`src/hdl/rc4_pkg.sv`:
```
// ============================================================================
// rc4_pkg: shared types and constants for the RC4 keystream engine
// Item modes, permutation table access codes, and the command and status
// bundles that join the controller to the datapath.
// ============================================================================
package rc4_pkg;

    // item modes
    localparam logic [1:0] MODE_KEY   = 2'd0;
    localparam logic [1:0] MODE_CRYPT = 2'd1;
    localparam logic [1:0] MODE_SKIP  = 2'd2;
    localparam logic [1:0] MODE_BACK  = 2'd3;

    // last index of the permutation table
    localparam logic [7:0] IDX_MAX = 8'd255;

    // table read address select
    localparam logic [2:0] RD_NONE = 3'd0;
    localparam logic [2:0] RD_I1   = 3'd1;  // i + 1
    localparam logic [2:0] RD_I    = 3'd2;  // i
    localparam logic [2:0] RD_JA   = 3'd3;  // j + S[i] (+ key byte)
    localparam logic [2:0] RD_J    = 3'd4;  // j
    localparam logic [2:0] RD_T    = 3'd5;  // S[i] + S[j]

    // table write select
    localparam logic [1:0] WR_NONE    = 2'd0;
    localparam logic [1:0] WR_I_RDATA = 2'd1;  // S[i] <= read data
    localparam logic [1:0] WR_J_A     = 2'd2;  // S[j] <= held a
    localparam logic [1:0] WR_I_B     = 2'd3;  // S[i] <= held b

    typedef struct packed {
        logic [2:0] rd_sel;
        logic [1:0] wr_sel;
        logic       i_inc;
        logic       i_dec;
        logic       j_add;
        logic       j_sub;
        logic       use_key;
        logic       cap_a;
        logic       cap_b;
        logic       key_wr;
        logic       key_rd;
        logic       key_step;
        logic       sched_init;
        logic       sched_done;
        logic       latch_data;
        logic       cap_res;
        logic       out_load;
        logic       out_from_res;
    } t_dp_cmd;

    typedef struct packed {
        logic i_max;
    } t_dp_status;

endpackage

```
`src/hdl/rc4_ctrl.sv`:
```
// ============================================================================
// rc4_ctrl: RC4 sequencer
// Takes items, steps the datapath through key schedule, generator steps
// forward and back, and owns the result beat handshake.
// ============================================================================
module rc4_ctrl #(
    parameter int COUNT_WIDTH = 16
) (
    input  logic                   i_clk,
    input  logic                   i_rst_n,
    input  logic                   i_valid,
    input  logic [1:0]             i_mode,
    input  logic                   i_key_last,
    input  logic [COUNT_WIDTH-1:0] i_step_count,
    input  logic                   i_stall,
    input  rc4_pkg::t_dp_status    i_status,
    output logic                   o_stall,
    output logic                   o_valid,
    output rc4_pkg::t_dp_cmd       o_cmd
);

    localparam logic [3:0] S_IDLE     = 4'd0;
    localparam logic [3:0] S_F_RD_I   = 4'd1;
    localparam logic [3:0] S_F_RD_J   = 4'd2;
    localparam logic [3:0] S_F_SWAP   = 4'd3;
    localparam logic [3:0] S_F_DONE   = 4'd4;
    localparam logic [3:0] S_K_RD_I   = 4'd5;
    localparam logic [3:0] S_K_RD_J   = 4'd6;
    localparam logic [3:0] S_K_SWAP   = 4'd7;
    localparam logic [3:0] S_K_DONE   = 4'd8;
    localparam logic [3:0] S_B_RD_I   = 4'd9;
    localparam logic [3:0] S_B_RD_J   = 4'd10;
    localparam logic [3:0] S_B_SWAP   = 4'd11;
    localparam logic [3:0] S_B_DONE   = 4'd12;
    localparam logic [3:0] S_OUT_WAIT = 4'd13;

    logic [3:0]             r_state;
    logic [3:0]             n_state;
    logic [COUNT_WIDTH-1:0] r_cnt;
    logic [COUNT_WIDTH-1:0] n_cnt;
    logic                   r_crypt;
    logic                   n_crypt;
    logic                   r_out_valid;
    logic                   n_out_valid;
    logic                   out_free;
    logic                   cnt_last;

    assign out_free = !r_out_valid || !i_stall;
    assign cnt_last = (r_cnt == COUNT_WIDTH'(1));
    assign o_stall  = (r_state != S_IDLE);
    assign o_valid  = r_out_valid;

    // sequence the datapath
    always_comb begin
        n_state = r_state;
        n_cnt   = r_cnt;
        n_crypt = r_crypt;
        o_cmd   = '0;
        unique case (r_state)
            S_IDLE: begin
                if (i_valid) begin
                    unique case (i_mode)
                        rc4_pkg::MODE_KEY: begin
                            o_cmd.key_wr = 1'b1;
                            if (i_key_last) begin
                                o_cmd.sched_init = 1'b1;
                                n_state          = S_K_RD_I;
                            end
                        end
                        rc4_pkg::MODE_CRYPT: begin
                            o_cmd.rd_sel     = rc4_pkg::RD_I1;
                            o_cmd.i_inc      = 1'b1;
                            o_cmd.latch_data = 1'b1;
                            n_crypt          = 1'b1;
                            n_state          = S_F_RD_J;
                        end
                        rc4_pkg::MODE_SKIP: begin
                            if (i_step_count != '0) begin
                                o_cmd.rd_sel = rc4_pkg::RD_I1;
                                o_cmd.i_inc  = 1'b1;
                                n_crypt      = 1'b0;
                                n_cnt        = i_step_count;
                                n_state      = S_F_RD_J;
                            end
                        end
                        rc4_pkg::MODE_BACK: begin
                            if (i_step_count != '0) begin
                                o_cmd.rd_sel = rc4_pkg::RD_I;
                                n_cnt        = i_step_count;
                                n_state      = S_B_RD_J;
                            end
                        end
                        default: begin
                            n_state = S_IDLE;
                        end
                    endcase
                end
            end
            // forward generator step
            S_F_RD_I: begin
                o_cmd.rd_sel = rc4_pkg::RD_I1;
                o_cmd.i_inc  = 1'b1;
                n_state      = S_F_RD_J;
            end
            S_F_RD_J: begin
                o_cmd.rd_sel = rc4_pkg::RD_JA;
                o_cmd.j_add  = 1'b1;
                o_cmd.cap_a  = 1'b1;
                n_state      = S_F_SWAP;
            end
            S_F_SWAP: begin
                o_cmd.wr_sel = rc4_pkg::WR_I_RDATA;
                o_cmd.cap_b  = 1'b1;
                o_cmd.rd_sel = rc4_pkg::RD_T;
                n_state      = S_F_DONE;
            end
            S_F_DONE: begin
                o_cmd.wr_sel = rc4_pkg::WR_J_A;
                if (r_crypt) begin
                    if (out_free) begin
                        o_cmd.out_load = 1'b1;
                        n_state        = S_IDLE;
                    end else begin
                        o_cmd.cap_res = 1'b1;
                        n_state       = S_OUT_WAIT;
                    end
                end else if (cnt_last) begin
                    n_state = S_IDLE;
                end else begin
                    n_cnt   = r_cnt - COUNT_WIDTH'(1);
                    n_state = S_F_RD_I;
                end
            end
            // hold the keystream byte until the output frees up
            S_OUT_WAIT: begin
                if (out_free) begin
                    o_cmd.out_load     = 1'b1;
                    o_cmd.out_from_res = 1'b1;
                    n_state            = S_IDLE;
                end
            end
            // key schedule round
            S_K_RD_I: begin
                o_cmd.rd_sel = rc4_pkg::RD_I;
                o_cmd.key_rd = 1'b1;
                n_state      = S_K_RD_J;
            end
            S_K_RD_J: begin
                o_cmd.rd_sel  = rc4_pkg::RD_JA;
                o_cmd.j_add   = 1'b1;
                o_cmd.use_key = 1'b1;
                o_cmd.cap_a   = 1'b1;
                n_state       = S_K_SWAP;
            end
            S_K_SWAP: begin
                o_cmd.wr_sel = rc4_pkg::WR_I_RDATA;
                n_state      = S_K_DONE;
            end
            S_K_DONE: begin
                o_cmd.wr_sel   = rc4_pkg::WR_J_A;
                o_cmd.i_inc    = 1'b1;
                o_cmd.key_step = 1'b1;
                if (i_status.i_max) begin
                    o_cmd.sched_done = 1'b1;
                    n_state          = S_IDLE;
                end else begin
                    n_state = S_K_RD_I;
                end
            end
            // backward generator step
            S_B_RD_I: begin
                o_cmd.rd_sel = rc4_pkg::RD_I;
                n_state      = S_B_RD_J;
            end
            S_B_RD_J: begin
                o_cmd.rd_sel = rc4_pkg::RD_J;
                o_cmd.cap_a  = 1'b1;
                n_state      = S_B_SWAP;
            end
            S_B_SWAP: begin
                o_cmd.cap_b  = 1'b1;
                o_cmd.wr_sel = rc4_pkg::WR_J_A;
                n_state      = S_B_DONE;
            end
            S_B_DONE: begin
                o_cmd.wr_sel = rc4_pkg::WR_I_B;
                o_cmd.j_sub  = 1'b1;
                o_cmd.i_dec  = 1'b1;
                if (cnt_last) begin
                    n_state = S_IDLE;
                end else begin
                    n_cnt   = r_cnt - COUNT_WIDTH'(1);
                    n_state = S_B_RD_I;
                end
            end
            default: begin
                n_state = S_IDLE;
            end
        endcase
    end

    // result beat valid: set on load, drop when taken
    always_comb begin
        n_out_valid = r_out_valid;
        if (r_out_valid && !i_stall) begin
            n_out_valid = 1'b0;
        end
        if (o_cmd.out_load) begin
            n_out_valid = 1'b1;
        end
    end

    always_ff @(posedge i_clk) begin
        if (!i_rst_n) begin
            r_state     <= S_IDLE;
            r_cnt       <= '0;
            r_crypt     <= 1'b0;
            r_out_valid <= 1'b0;
        end else begin
            r_state     <= n_state;
            r_cnt       <= n_cnt;
            r_crypt     <= n_crypt;
            r_out_valid <= n_out_valid;
        end
    end

endmodule
```
`config.mk`:
```
export PLATFORM = sky130hd
export DESIGN_NAME = rc4_ctrl
export DESIGN_NICKNAME = d
export VERILOG_FILES = /design/src/hdl/rc4_pkg.sv /design/src/hdl/rc4_ctrl.sv
export SDC_FILE = /design/constraint.sdc
export NUM_CORES = 1
export LEC_CHECK = 0
export ABC_AREA = 1
export BUFFER_PORTS_ARGS = -buffer_cell sky130_fd_sc_hd__buf_4
export CAP_MARGIN = 20
export CORE_MARGIN = 4
export CORE_UTILIZATION = 55
export DETAILED_ROUTE_END_ITERATION = 10
export PLACE_DENSITY_LB_ADDON = 0.3
export SLEW_MARGIN = 20
export SYNTH_ARGS = -nofsm -noshare
export SYNTH_HDL_FRONTEND = slang
export SYNTH_SLANG_ARGS = --single-unit
```
`constraint.sdc`:
```
create_clock -name i_clk -period 4.3 [get_ports i_clk]
set_input_delay 0.645 -clock i_clk [delete_from_list [all_inputs] [get_ports i_clk]]
set_output_delay 0.645 -clock i_clk [all_outputs]
set_load 0.01 [all_outputs]
```
==> out/metrics.cfg <==
[die]
rows = 21
die_x_um = 69.0
die_height_um = 69.0
core_area_um2 = 3470
initial_core_util_pct = 58.9
dieArea_um2 = 4750
top_level_ports = 47

[critical_path]
r2r_cells = 6
crit_type = in2out
r2r-start = r_state[2]
critPathRequiredTime_ns = 3.65
reg2reg_to = r_cnt[8]
cp_max_fo = 3
cp_data_arrival_time_ns = 1.79
critPathCaptureType = output port
worst_setup_path_start_kind = input pin
crit_end = o_cmd[18]
reg2reg_slack_ns = 2.48
worstSetupStartpoint = i_step_count[10]

[synth]
avgSynthCellArea_um2 = 5.63
synthArstFlopShare_pct = 0
synth_nets = 395
syn-cell-area_um2 = 2040
synthCells = 363
synth-warning-count = 0
synth_edf_count = 0
ys_ff_latch = 22
yosys_most_used_dff = dfxtp_1
synth_cell_types = 31
ys_seq_area_share_pct = 21.6

[grt]
grt_usage_pct = 24.7
grt_pass1_vias = 2181
grt_pass1_wl_um = 9020
globalRoute.totalOverflow = 0
grt_max_degree = 20
grt_antenna_before_repair = 0

[timing]
fmax_ghz = 0.410
slew_headroom_pct = 69.3
fin_crit_ns = 2.44
fin_crit_sh_pct = 56.7
finalSetupViolCount = 0
fin_setup_tns_ns = 0
finClkSkew_ns = 0.00622
finalWorstSetupSlack_ns = 1.86
tightest_slew_ns = 0.459
rsz0062_at_grt = false
finalHoldViolations = 0
drv_slew = 0

[hold_path]
whs_path_depth = 2
hp-class = reg2reg

[placement]
place.gp.congestion = 0.937
dp_hpwl_um = 4180
dp_slack_ns = 1.86
portBuffers = 46

[route]
via_per_inst = 5.04
drtAntennaViolNets = 0
wl_per_cell_um = 12.0
dr_total_vias = 2274
drc = 0
routed_wl_um = 5390
drtPass1Iterations = 5
drtIter0Drc = 163

[final_layout]
syn_to_final_growth_pct = 19.8
seqCellArea_um2 = 440
nNetsFinal = 438
postLayoutCoreUtil_pct = 70.6
fillers = 334
drive_above_1_share_pct = 18.3
diodes = 0
multi_input_area_um2 = 1340

[job]
drv_cap = 0

[clock_tree]
root_buffer = clkbuf_8
ctsResizeCount = 0
post_cts_buffers = 0
ctsHoldBuffers = 0
cts.htree.levels = 1
clk_latency_ns = 0.27
clkTransAtPathRegs_ns = 0.09
numCtsBuffers = 3
numClockSinks = 22
cts_buffer_depth = 2
cts_tree = yes

[power_and_ir_drop]
totalPowerFinal_uw = 1330
power_leakage_uw = 0.00133
power.density_nw_per_um2 = 542
peakVddDrop_mv = 0.320

[status]
status = complete, no violations

[cells by family (layout without fill, tap and decap cells)]
| logic type | Yosys count | count (layout) | share of synthesized area, % |
|---|---|---|---|
| AND/OR/NAND/NOR | 227 | 227 | 48.3 |
| buffers and inverters | 63 | 105 | 12.7 |
| AO/OA/AOI/OAI | 37 | 37 | 9.86 |
| flip-flops | 22 | 22 | 21.6 |
| adder cells (fa/ha/maj) | 8 | 8 | 4.90 |
| XOR/XNOR | 4 | 4 | 1.71 |
| multiplexers | 2 | 2 | 0.980 |
[power breakdown]
part / internal [uW] / switching (uW) / total [uW]
Combinational: 297 / 538 / 834
Sequential: 265 / 68.5 / 334
Clock: 81.8 / 75.5 / 157
Total: 644 / 682 / 1330
[sequential cells by signal, indices dropped and copies added, names as in the netlist]
name / count
o_valid: 1
r_cnt: 16
r_crypt: 1
r_state: 4
[cell usage after synthesis, types with 4 or more instances]
library cell | number | area (um^2)
ha_1 | 8 | 100
inv_2 | 7 | 26.3
nand3_1 | 23 | 115
dfxtp_1 | 22 | 440
nand2_1 | 110 | 413
a21oi_1 | 17 | 85.1
nor2_1 | 68 | 255
nor3_1 | 4 | 20.0
nand4_1 | 6 | 37.5
inv_1 | 48 | 180
nand2_2 | 5 | 31.3
o21ai_0 | 13 | 65.1
[final cells by class]
cell class | count | share of cell area [%]
Tap cell | 46 | 2.35
Timing Repair Buffer | 46 | 14.1
Sequential cell | 22 | 18.0
Inverter | 55 | 8.44
Multi-Input combinational cell | 278 | 54.9
Clock buffer | 4 | 2.25
[worst min-delay path by stage]
stage                     startpoint         to
after CTS                  r_cnt[14]  r_cnt[14]
after floorplan             r_cnt[1]   r_cnt[1]
final                      r_cnt[14]  r_cnt[14]
after global routing       r_cnt[14]  r_cnt[14]
after detailed placement   r_cnt[14]  r_cnt[14]
after global placement      r_cnt[1]   r_cnt[1]
[metal layers]
| layer | up-vias | GRT usage (%) | share of wire, % |
|---|---|---|---|
| met5 | - | 0 | 0 |
| met4 | 0 | 8.03 | 1.7 |
| met3 | 12 | 4.70 | 5.7 |
| met2 | 62 | 45.8 | 50 |
| met1 | 989 | 28.2 | 43 |
| li1 | 1211 | - | - |
[placed cells by master, fill, tap and decap left out, types with 4 or more instances in the layout]
cell type,count
dfxtp_1,22
nor3_1,4
ha_1,8
clkbuf_8,4
inv_2,7
a21oi_1,17
nand2_2,5
nand4_1,6
nor2_1,68
o21ai_0,13
inv_1,48
buf_4,46
nand2_1,110
nand3_1,23
[worst max-delay path: stages]
cell	delay [ns]
buf_4	0.11
nor2_1	0.11
nand3_1	0.10
nor2_1	0.22
nand2_1	0.11
nand2_1	0.11
nand2_1	0.05
o211ai_1	0.07
nand4_1	0.10
buf_4	0.16
[through the flow]
step | std cells | area, um^2 | hold slack (ns)
floorplan | 363 | 2040 | 0.454
global placement | 447 | 2390 | 0.469
detailed placement | 447 | 2390 | 0.483
CTS | 451 | 2450 | 0.495
global route | 451 | 2450 | 0.523
finish | 451 | 2450 | 0.499
(Power assumes the default switching activity.)
